[src/rtl/mrp_pkg.sv]
// ----------------------------------------------------------------------------
// mrp_pkg
// Types and constants shared by the MIDI receive parser.
// ----------------------------------------------------------------------------
package mrp_pkg;

  localparam logic [7:0] SYSTEM_STATUS = 8'hF0;
  localparam int unsigned CFG_IDX_W = 3;
  localparam int unsigned CFG_DATA_W = 8;
  localparam int unsigned ADDR_BYTES = 3;

  typedef enum logic [CFG_IDX_W-1:0] {
    REG_LISTEN_ALL  = 3'd0,
    REG_MY_CHANNEL  = 3'd1,
    REG_SYSEX_ADDR0 = 3'd2,
    REG_SYSEX_ADDR1 = 3'd3,
    REG_SYSEX_ADDR2 = 3'd4
  } cfg_reg_e;

  typedef enum logic {
    KIND_PAIR  = 1'b0,
    KIND_SYSEX = 1'b1
  } kind_e;

  typedef enum logic [1:0] {
    PHASE_NONE   = 2'd0,
    PHASE_FIRST  = 2'd1,
    PHASE_SECOND = 2'd2
  } phase_e;

  typedef struct packed {
    logic                             listen_all;
    logic [3:0]                       my_channel;
    logic [ADDR_BYTES-1:0][6:0]       sysex_addr;
  } cfg_t;

  typedef struct packed {
    kind_e      kind;
    logic [7:0] status;
    logic [3:0] chan;
    logic [6:0] data1;
    logic [6:0] data2;
  } msg_t;

endpackage

[src/rtl/mrp_if.sv]
// ----------------------------------------------------------------------------
// mrp interfaces
// Valid/ready channels for received bytes, parsed messages and register writes.
// ----------------------------------------------------------------------------
interface mrp_rx_if;
  logic       valid;
  logic       ready;
  logic [7:0] rx_byte;

  modport source (output valid, output rx_byte, input ready);
  modport sink (input valid, input rx_byte, output ready);
endinterface

interface mrp_msg_if;
  logic       valid;
  logic       ready;
  logic       kind;
  logic [7:0] status;
  logic [3:0] chan;
  logic [6:0] data1;
  logic [6:0] data2;

  modport source (output valid, output kind, output status, output chan,
                  output data1, output data2, input ready);
  modport sink (input valid, input kind, input status, input chan,
                input data1, input data2, output ready);
endinterface

interface mrp_cfg_if;
  logic       valid;
  logic       ready;
  logic [2:0] index;
  logic [7:0] data;

  modport source (output valid, output index, output data, input ready);
  modport sink (input valid, input index, input data, output ready);
endinterface

[src/rtl/midi_receive_parser.sv]
// ----------------------------------------------------------------------------
// midi_receive_parser
// MIDI receive parser with running status, channel filter and addressed sysex.
// ----------------------------------------------------------------------------
// One received byte is accepted per clock. A byte is registered on acceptance
// and runs through the parser state update once the output register is free.
// Its message, if any, is written to the output register at the end of that
// step, so a message passes the input register and then the output register
// before it is offered. The parser state update sets the rate of one byte per
// cycle. The input stalls only while a byte waits behind a message held at the
// output. Register writes are registered in cfg_q and are always accepted.
module midi_receive_parser
  import mrp_pkg::*;
(
  input  logic clk_i,
  input  logic rst_ni,
  mrp_rx_if.sink    rx_i,
  mrp_cfg_if.sink   cfg_i,
  mrp_msg_if.source msg_o
);

  cfg_t       cfg_q;
  logic       in_vld_q;
  logic [7:0] in_byte_q;
  logic       out_vld_q;
  msg_t       out_q;
  logic       out_free;
  logic       step;
  logic       rslt_vld;
  msg_t       rslt;

  assign out_free   = !out_vld_q || msg_o.ready;
  assign step       = in_vld_q && out_free;
  assign rx_i.ready = !in_vld_q || out_free;
  assign cfg_i.ready = 1'b1;

  always_ff @(posedge clk_i or negedge rst_ni) begin
    if (!rst_ni) begin
      cfg_q <= '0;
    end else if (cfg_i.valid) begin
      case (cfg_i.index)
        REG_LISTEN_ALL:  cfg_q.listen_all    <= cfg_i.data[0];
        REG_MY_CHANNEL:  cfg_q.my_channel    <= cfg_i.data[3:0];
        REG_SYSEX_ADDR0: cfg_q.sysex_addr[0] <= cfg_i.data[6:0];
        REG_SYSEX_ADDR1: cfg_q.sysex_addr[1] <= cfg_i.data[6:0];
        REG_SYSEX_ADDR2: cfg_q.sysex_addr[2] <= cfg_i.data[6:0];
        default: ;
      endcase
    end
  end

  always_ff @(posedge clk_i or negedge rst_ni) begin
    if (!rst_ni) begin
      in_vld_q <= 1'b0;
    end else if (rx_i.ready) begin
      in_vld_q <= rx_i.valid;
    end
  end

  always_ff @(posedge clk_i) begin
    if (rx_i.valid && rx_i.ready) begin
      in_byte_q <= rx_i.rx_byte;
    end
  end

  mrp_parser u_parser (
    .clk_i      (clk_i),
    .rst_ni     (rst_ni),
    .step_i     (step),
    .byte_i     (in_byte_q),
    .cfg_i      (cfg_q),
    .rslt_vld_o (rslt_vld),
    .rslt_o     (rslt)
  );

  always_ff @(posedge clk_i or negedge rst_ni) begin
    if (!rst_ni) begin
      out_vld_q <= 1'b0;
    end else if (out_free) begin
      out_vld_q <= rslt_vld;
    end
  end

  always_ff @(posedge clk_i) begin
    if (out_free && rslt_vld) begin
      out_q <= rslt;
    end
  end

  assign msg_o.valid  = out_vld_q;
  assign msg_o.kind   = out_q.kind;
  assign msg_o.status = out_q.status;
  assign msg_o.chan   = out_q.chan;
  assign msg_o.data1  = out_q.data1;
  assign msg_o.data2  = out_q.data2;

`ifndef ASSERT_OFF
  a_out_held: assert property (@(posedge clk_i) disable iff (!rst_ni)
    (out_vld_q && !msg_o.ready) |=> (out_vld_q && $stable(out_q)))
    else $error("stalled message changed");

  a_no_step_blocked: assert property (@(posedge clk_i) disable iff (!rst_ni)
    (out_vld_q && !msg_o.ready) |-> !step)
    else $error("parser stepped into a full output register");

  a_input_kept: assert property (@(posedge clk_i) disable iff (!rst_ni)
    (in_vld_q && !step) |=> (in_vld_q && $stable(in_byte_q)))
    else $error("pending byte lost");
`endif

endmodule

[src/rtl/mrp_parser.sv]
// ----------------------------------------------------------------------------
// mrp_parser
// Running-status and addressed sysex state, updated once per stepped byte.
// ----------------------------------------------------------------------------
module mrp_parser
  import mrp_pkg::*;
(
  input  logic       clk_i,
  input  logic       rst_ni,
  input  logic       step_i,
  input  logic [7:0] byte_i,
  input  cfg_t       cfg_i,
  output logic       rslt_vld_o,
  output msg_t       rslt_o
);

  logic       routing_q, routing_d;
  logic       in_sysex_q, in_sysex_d;
  logic       match_q, match_d;
  logic [1:0] count_q, count_d;
  phase_e     phase_q, phase_d;
  logic [7:0] last_status_q, last_status_d;
  logic [3:0] last_chan_q, last_chan_d;
  logic [6:0] held_q, held_d;

  logic       accept;
  logic [6:0] expected;

  always_comb begin
    case (count_q)
      2'd0:    expected = cfg_i.sysex_addr[0];
      2'd1:    expected = cfg_i.sysex_addr[1];
      2'd2:    expected = cfg_i.sysex_addr[2];
      default: expected = '0;
    endcase
  end

  assign accept = cfg_i.listen_all || (byte_i[7:4] == SYSTEM_STATUS[7:4]) ||
                  (byte_i[3:0] == cfg_i.my_channel);

  always_comb begin
    routing_d     = routing_q;
    in_sysex_d    = in_sysex_q;
    match_d       = match_q;
    count_d       = count_q;
    phase_d       = phase_q;
    last_status_d = last_status_q;
    last_chan_d   = last_chan_q;
    held_d        = held_q;
    rslt_vld_o    = 1'b0;
    rslt_o.kind   = KIND_PAIR;
    rslt_o.status = last_status_q;
    rslt_o.chan   = last_chan_q;
    rslt_o.data1  = held_q;
    rslt_o.data2  = byte_i[6:0];
    if (step_i) begin
      if (byte_i[7]) begin
        if (!accept) begin
          routing_d = 1'b0;
        end else begin
          routing_d     = 1'b1;
          last_status_d = (byte_i[7:4] != SYSTEM_STATUS[7:4]) ? {byte_i[7:4], 4'h0} : byte_i;
          last_chan_d   = byte_i[3:0];
          phase_d       = PHASE_FIRST;
          if (byte_i == SYSTEM_STATUS) begin
            count_d    = 2'd0;
            in_sysex_d = 1'b1;
            match_d    = 1'b1;
          end else begin
            in_sysex_d = 1'b0;
          end
        end
      end else if (routing_q) begin
        if (in_sysex_q) begin
          if (count_q != 2'd3) begin
            if (byte_i[6:0] != expected) begin
              match_d = 1'b0;
            end
            count_d = count_q + 2'd1;
          end else if (match_q) begin
            rslt_vld_o   = 1'b1;
            rslt_o.kind  = KIND_SYSEX;
            rslt_o.data1 = byte_i[6:0];
            rslt_o.data2 = '0;
          end
        end else begin
          case (phase_q)
            PHASE_FIRST: begin
              held_d  = byte_i[6:0];
              phase_d = PHASE_SECOND;
            end
            PHASE_SECOND: begin
              rslt_vld_o = 1'b1;
              phase_d    = PHASE_FIRST;
            end
            default: ;
          endcase
        end
      end
    end
  end

  always_ff @(posedge clk_i or negedge rst_ni) begin
    if (!rst_ni) begin
      routing_q     <= 1'b0;
      in_sysex_q    <= 1'b0;
      match_q       <= 1'b0;
      count_q       <= 2'd0;
      phase_q       <= PHASE_NONE;
      last_status_q <= '0;
      last_chan_q   <= '0;
      held_q        <= '0;
    end else begin
      routing_q     <= routing_d;
      in_sysex_q    <= in_sysex_d;
      match_q       <= match_d;
      count_q       <= count_d;
      phase_q       <= phase_d;
      last_status_q <= last_status_d;
      last_chan_q   <= last_chan_d;
      held_q        <= held_d;
    end
  end

`ifndef ASSERT_OFF
  a_no_result_unrouted: assert property (@(posedge clk_i) disable iff (!rst_ni)
    !routing_q |-> !rslt_vld_o)
    else $error("result while data is ignored");

  a_sysex_after_addr: assert property (@(posedge clk_i) disable iff (!rst_ni)
    (rslt_vld_o && rslt_o.kind == KIND_SYSEX) |-> (in_sysex_q && match_q && count_q == 2'd3))
    else $error("sysex payload before address matched");

  a_pair_phase: assert property (@(posedge clk_i) disable iff (!rst_ni)
    (rslt_vld_o && rslt_o.kind == KIND_PAIR) |=> (phase_q == PHASE_FIRST))
    else $error("pair did not restart the data phase");

  a_status_restarts: assert property (@(posedge clk_i) disable iff (!rst_ni)
    (step_i && byte_i[7] && accept) |=> (routing_q && phase_q == PHASE_FIRST))
    else $error("accepted status did not restart parsing");
`endif

endmodule
[src/flat_wrapper.sv]
// flat-port wrapper written by rule: the top's interface ports become plain ports
module midi_receive_parser_flat import mrp_pkg::*;
  (clk_i, rst_ni, rx_i_valid, rx_i_rx_byte, rx_i_ready, cfg_i_valid, cfg_i_index, cfg_i_data, cfg_i_ready, msg_o_valid, msg_o_kind, msg_o_status, msg_o_chan, msg_o_data1, msg_o_data2, msg_o_ready);
  mrp_rx_if rx_i_i ();
  mrp_cfg_if cfg_i_i ();
  mrp_msg_if msg_o_i ();
  input  logic clk_i;
  input  logic rst_ni;
  input wire logic [$bits(rx_i_i.valid)-1:0] rx_i_valid;
  input wire logic [$bits(rx_i_i.rx_byte)-1:0] rx_i_rx_byte;
  output wire logic [$bits(rx_i_i.ready)-1:0] rx_i_ready;
  input wire logic [$bits(cfg_i_i.valid)-1:0] cfg_i_valid;
  input wire logic [$bits(cfg_i_i.index)-1:0] cfg_i_index;
  input wire logic [$bits(cfg_i_i.data)-1:0] cfg_i_data;
  output wire logic [$bits(cfg_i_i.ready)-1:0] cfg_i_ready;
  output wire logic [$bits(msg_o_i.valid)-1:0] msg_o_valid;
  output wire logic [$bits(msg_o_i.kind)-1:0] msg_o_kind;
  output wire logic [$bits(msg_o_i.status)-1:0] msg_o_status;
  output wire logic [$bits(msg_o_i.chan)-1:0] msg_o_chan;
  output wire logic [$bits(msg_o_i.data1)-1:0] msg_o_data1;
  output wire logic [$bits(msg_o_i.data2)-1:0] msg_o_data2;
  input wire logic [$bits(msg_o_i.ready)-1:0] msg_o_ready;
  assign rx_i_i.valid = rx_i_valid;
  assign rx_i_i.rx_byte = rx_i_rx_byte;
  assign rx_i_ready = rx_i_i.ready;
  assign cfg_i_i.valid = cfg_i_valid;
  assign cfg_i_i.index = cfg_i_index;
  assign cfg_i_i.data = cfg_i_data;
  assign cfg_i_ready = cfg_i_i.ready;
  assign msg_o_valid = msg_o_i.valid;
  assign msg_o_kind = msg_o_i.kind;
  assign msg_o_status = msg_o_i.status;
  assign msg_o_chan = msg_o_i.chan;
  assign msg_o_data1 = msg_o_i.data1;
  assign msg_o_data2 = msg_o_i.data2;
  assign msg_o_i.ready = msg_o_ready;
  midi_receive_parser u_core (.clk_i(clk_i), .rst_ni(rst_ni), .rx_i(rx_i_i), .cfg_i(cfg_i_i), .msg_o(msg_o_i));
endmodule
[config.mk]
export PLATFORM = sky130hd
export DESIGN_NAME = midi_receive_parser_flat
export DESIGN_NICKNAME = d
export VERILOG_FILES = /design/src/rtl/mrp_pkg.sv /design/src/rtl/mrp_if.sv /design/src/rtl/midi_receive_parser.sv /design/src/rtl/mrp_parser.sv /design/src/flat_wrapper.sv
export SDC_FILE = /design/constraint.sdc
export NUM_CORES = 1
export LEC_CHECK = 0
export BUFFER_PORTS_ARGS = -buffer_cell sky130_fd_sc_hd__buf_2
export CORE_MARGIN = 10
export CORE_UTILIZATION = 35
export CTS_BUF_LIST = sky130_fd_sc_hd__clkbuf_8 sky130_fd_sc_hd__clkbuf_16
export DETAILED_ROUTE_END_ITERATION = 7
export HOLD_SLACK_MARGIN = 0.15
export PLACE_DENSITY = 0.66
export SYNTH_ARGS = -nofsm -noshare
export SYNTH_HDL_FRONTEND = slang
export SYNTH_HIERARCHICAL = 1
export SYNTH_SLANG_ARGS = --single-unit
[constraint.sdc]
create_clock -name clk_i -period 2.53 [get_ports clk_i]
set_input_delay 0.506 -clock clk_i [delete_from_list [all_inputs] [get_ports clk_i]]
set_output_delay 0.506 -clock clk_i [all_outputs]
set_load 0.02 [all_outputs]
* After elaboration in Yosys (flattened, before gate mapping)
Index checks and enable logic that the tools add are counted.
Word-level totals: register bits after elaboration 89, output and inout bits 30, logic and storage cells 106, input port bits 24
Operators by class: multiplexer cells 35, bitwise logic cells 4, equal/unequal tests 17, add/subtract/negate cells 1, reduce and logical (&&, ||, !) cells 28
Operators by type and width (number):
- 14-bit 2-to-1 mux | 6
- 7-bit one-hot mux with 3 select lines | 1
- 2-bit 2-to-1 mux | 10
- 1-bit 2-to-1 mux | 16
- 2-bit AND reduction | 6
- 5-bit AND reduction | 2
- 8-bit equality test, second input constant | 1
- 2-bit nonzero test | 4
- 7-bit inequality test | 1
- 7-bit AND reduction | 1
- 3-bit by 2-bit equality test with 1-bit output, second input constant | 2
- 2-bit inequality test, second input constant | 3
- 6-bit AND reduction | 1
- 2-bit by 1-bit equality test with 1-bit output, second input constant | 2
- 2-bit equality test, second input constant | 2
- 4-bit equality test | 1
- 4-bit equality test, second input constant | 1
- 1-bit logical OR | 4
- 4-bit 2-to-1 mux | 1
- 4-bit inequality test, second input constant | 1
- 1-bit NOT | 4
- 2-bit one-hot mux with 2 select lines | 1
- 4-bit OR reduction | 1
- 3-bit by 1-bit equality test with 1-bit output, second input constant | 1
- 9 further kinds | 12

* Depth between registers and ports, before layout
depth after elaboration 8, gate-level depth with buffers 8, depth with buffers taken out 7

* Hierarchy
The synthesis kept the hierarchy.
Modules (own cells, without submodules):
- midi_receive_parser | times used 1, cells each 105, seq. area each 1751.7 sq um, area an instance 2240.9 sq um
- mrp_parser | times used 1, cells each 153, seq. area each 650.6 sq um, area an instance 1572.8 sq um

* Least setup slack after synthesis
OpenSTA, ideal clock, no wires.
kind input -> register, start input port msg_o_ready, end register u_core.out_q (netlist bit u_core/msg_o.chan[0]), enable pin, stages 7, arrival time 2298 ps, setup slack -154 ps, buffers on the path 1, library setup time 386 ps, data required time 2144 ps, cells stage by stage nand2b_1 and2_1 nand3b_1 nor2_1 buf_2 a31o_2 and2_1
On the way: word-level cells in the longest chain between the ends 4
Ends and longest elaborated chain:
- start: declaration | RTL line flat_wrapper.sv:22 | input wire logic [$bits(msg_o_i.ready)-1:0] msg_o_ready;
- 1-bit logical OR | RTL line midi_receive_parser.sv:32 | assign out_free = !out_vld_q || msg_o.ready;
- 1-bit logical AND | RTL line midi_receive_parser.sv:33 | assign step = in_vld_q && out_free;
- net u_core.step | RTL line midi_receive_parser.sv:28 | logic step;
- 1-bit 2-to-1 mux | RTL line mrp_parser.sv:56 | if (step_i) begin
- net u_core.rslt_vld | RTL line midi_receive_parser.sv:29 | logic rslt_vld;
- 1-bit logical AND | RTL line midi_receive_parser.sv:85 | if (out_free && rslt_vld) begin
- end signal: assignment | RTL line midi_receive_parser.sv:86 | out_q <= rslt;
- end: declaration | RTL line midi_receive_parser.sv:26 | msg_t out_q;
The timed path passes the listed nets, and every way through them passes these cells. A chain may end at the register's enable or synchronous reset.

* Worst setup path in the final report
start register u_core.u_parser.count_q[0], end register u_core.u_parser.match_q
On the way: word-level cells in the longest chain between the ends 5, elaborated cells on any way between the ends 9, those cells by class eq/ne: 4; mux: 1; reduce/logical: 4
Ends and longest elaborated chain:
- start: declaration | RTL line mrp_parser.sv:20 | logic [1:0] count_q, count_d;
- start signal: assignment | RTL line mrp_parser.sv:117 | count_q <= count_d;
- 2-bit equality test (tied with other cells) | RTL line mrp_parser.sv:30 | case (count_q)
- 7-bit one-hot mux with 3 select lines | RTL line mrp_parser.sv:30
- 7-bit inequality test | RTL line mrp_parser.sv:76 | if (byte_i[6:0] != expected) begin
- 2-bit nonzero test (no line)
- 7-bit AND reduction (no line) *
- end signal: assignment | RTL line mrp_parser.sv:116 | match_q <= match_d;
- end: declaration | RTL line mrp_parser.sv:19 | logic match_q, match_d;
Every way passes the cells marked *; elsewhere a longest branch is shown, timed or not.

==> impl_results.md <==
* Max Cap Viol at 0
* Largest area contributor in the netlist: dfrtp_1
* Via density at about 4.8
* Synthesis-to-layout area growth at 15.65%
* Port Buffers at 51
* Placed inst area at about 4200 µm²
* Hold WC Path Type: in2async
* Sequential area share after synthesis at 0.6299
* Mapped Nets at about 290
* CP Cell Sequence: inv_1 > ha_1 > a222oi_1 > nand2_1 > a211oi_1 > nor2_1 > o41ai_2
* CP max FO at 7
* Post-Syn Area at ~3800 µm²
* Standard-cell rows at 38
* Setup Total Neg Slack at 0 ns
* Final ANT Viol Nets at 0
* Fmax at 458.7 MHz
* Internal cell power at between 2000 and 3000 µW
* Die area at approximately 15000 µm²
* Power per cell area at 830.0 nW/µm²
* GPL Wtd Cong at about 0.8
* Vias at 2213
* Layout cell share with drive strength beyond 1 at 0.4088
* # DRC at 0
* CP delay by family, top: compound AO/OA/AOI/OAI gates
* First-pass GRT wire length at 11910 µm
* Syn avg cell area at approximately 15 µm²
* Part of the cycle the worst path needs at 0.8618
* Crit. End Element: register
* #FFs+latches synth at between 80 and 90
* Die width at ~120 µm
* Comb power frac at 0.218
* Slew Viols, Final at 0
* Power share of the clock group at 0.248
* Crit path time final at 2.180 ns
* Post-CTS Hold Buffers at 0
* Distinct cells, synth at 45
* Top-area cell type share of the netlist area at 0.3543
* CP bufs+invs at 1
* CTS-repair resized insts at 0
* Routed WL at 7326 µm
* Arrival @ worst endpoint at around 2.5 ns
* Htree depth at 3
* Number of global-route vias before repair at about 2300
* RSZ-0062 raised after global routing: false
* # diodes at 0
* Nets at approximately 340
* Die Ht at ~120 µm
* Final setup vio count at 0
* Leak at 0.001822 µW
* Root buffer cell: clkbuf_8
* Length of the first detailed-routing pass in iterations at 4
* Critical path class: reg2reg
* Gr usage total at 0.09533
* Flop pwr share at 0.533
* Initial Utilization at 0.3549
* Reg clk slew, reported paths at 0.09 ns
* Req. time, crit path at about 2.8 ns
* Post-CTS setup buffer count at 0
* Cell count after synthesis at around 260
* Main area contributors after synthesis: dfrtp_1 (35%), edfxtp_1 (28%), mux2_2 (10%)
* Total power at around 3700 µW
* Status: finished clean
* Hpwl dp at 5122 µm
* Largest stage delay, worst path at between 0.5 and 0.6 ns
* Clock buffer count from CTS at 9
* Clk sinks at 89
* Synthesis Warnings at 6
* Core area at 10750 µm²
* Worst slew margin at 0.5508
* Switching Share at 0.2812
* Latest clock arrival within the worst-skew pair at 0.36 ns
* Hold Fails Final Rpt at 0
* Clock Skew at between 0.009 and 0.01 ns
* CTS tree: yes
* Max VDD drop at ~0.00027 V
* P_sw at 1029 µW
* Final Core Density at 0.4105
* Total grt overflow at 0
* IO Pins at 54
* Fin area at 4410 µm²
* Slowest cell on crit path: a222oi_1
* Clock Tree Buf Depth at 2
* Initial antenna violation count at 0
* DRT iter0 DRCs at approximately 190
* Least-Margin Pin Slew at 0.6739 ns
* Pin count of the biggest net entering global routing at 55
* WL/cell at ~16 µm
* Worst Setup Start Kind: register
## through the flow
step | cells | hold slack [ns] | setup slack (ns)
final | 458 | 0.2597 | 0.3497
after global routing | 458 | 0.3010 | 0.1264
after CTS | 456 | 0.2758 | 0.2434
after detailed placement | 440 | 0.4311 | 0.2425
after global placement | 440 | 0.4284 | 0.3133
after floorplan | 258 | 0.2104 | 0.1265
## layer usage
layer,routed length (µm),up-vias,GRT usage
met5,0,-,0
met4,153,0,0.05620
met3,359,10,0.02426
met2,3444,62,0.1458
met1,3368,1078,0.1188
li1,-,1063,-
## sequential cells by signal, summed over array words and instances (netlist names), 4 cells and up
signal / count
u_core/cfg_q: 26
u_core/in_byte_q: 8
u_core/msg_o.status: 8
u_core/u_parser/last_status_q: 8
u_core/msg_o.data1: 7
u_core/msg_o.data2: 7
u_core/u_parser/held_q: 7
u_core/msg_o.chan: 4
u_core/u_parser/last_chan_q: 4
## final timing paths
kind	from	end	slack, ns	depth (start not counted)
setup / recovery	u_core/u_parser/count_q[0]	u_core/u_parser/match_q	0.35	7
hold / removal	rst_ni	u_core/in_vld_q	0.26	2
setup reg to reg	u_core/u_parser/count_q[0]	u_core/u_parser/match_q	0.35	7
hold reg to reg	u_core/u_parser/last_status_q[7]	u_core/msg_o.status[7]	0.45	0
max in group asynchronous	rst_ni	u_core/u_parser/held_q[5]	1.82	2
min in group clk_i	rx_i_rx_byte[0]	u_core/in_byte_q[0]	0.31	1
## power by group through the flow
stage          combinational, µW  sequential, µW  clock, µW
2_1_floorplan                623            1920          0
3_3_place_gp                 755            1970          0
3_5_place_dp                 780            1980          0
4_1_cts                      781            1950        938
5_1_grt                      882            1990        982
6_report                     799            1950        909
## layout by cell type (no fill, tap or decap), types with 2 or more instances in the layout
cell type / instances
a21o_1: 2
a21oi_1: 6
a222oi_1: 7
and2_1: 2
and4bb_1: 2
buf_2: 51
buf_4: 6
clkbuf_8: 10
clkinv_4: 2
dfrtp_1: 54
edfxtp_1: 35
ha_1: 4
inv_1: 10
inv_6: 2
mux2_2: 34
mux2_4: 14
nand2_1: 4
nand2b_1: 3
nand3_1: 7
nand3b_1: 2
nor2_1: 10
nor2b_1: 7
nor3_1: 2
o21ai_0: 8
o22ai_1: 2
o32ai_1: 2
or4_1: 2
xnor2_1: 6
## logic make-up after synthesis
logic type                 Yosys count  share of synthesized area
muxes                               49                     0.1581
adders and majority gates            4                    0.01312
buffers and inverters               24                    0.03248
DFF                                 89                     0.6299
xor gates and xnor gates             6                    0.01378
AOI/OAI and AO/OA                   31                    0.05939
other                                1                  0.0009833
and+or+nand+nor                     54                    0.09219
## area by class of cell
cell class	instances	area (µm²)
Sequential cell	89	2402
Timing Repair Buffer	58	320.3
Clock buffer	10	137.6
Inverter	10	37.54
Fill cell	1035	6335
Tap cell	140	175.2
Multi-Input combinational cell	145	1289
Clock inverter	6	48.80
## synth_stat cells, drive strengths merged
master and instances:
a21oi 6, nand2b 3, a21o 2, or4 2, and4 1, dfrtp 54, or3 1, mux2 48
nand2 4, conb 1, nand3 7, inv 10, a211oi 1, nor4 1, a222oi 7, xnor2 6
mux2i 1, nor2 10, o21ai 8, nand3b 2, edfxtp 35, ha 4, o41ai 1, o32ai 2
or3b 1, nor3 2, clkbuf 6, nor4b 2, a31o 1, nor2b 7, and2 3, o22ai 2
buf 8, and4bb 3, nand4 1, nand4b 1, and3b 1, nand4bb 1, or2 1, a22o 1
(Power assumes the default switching activity.)
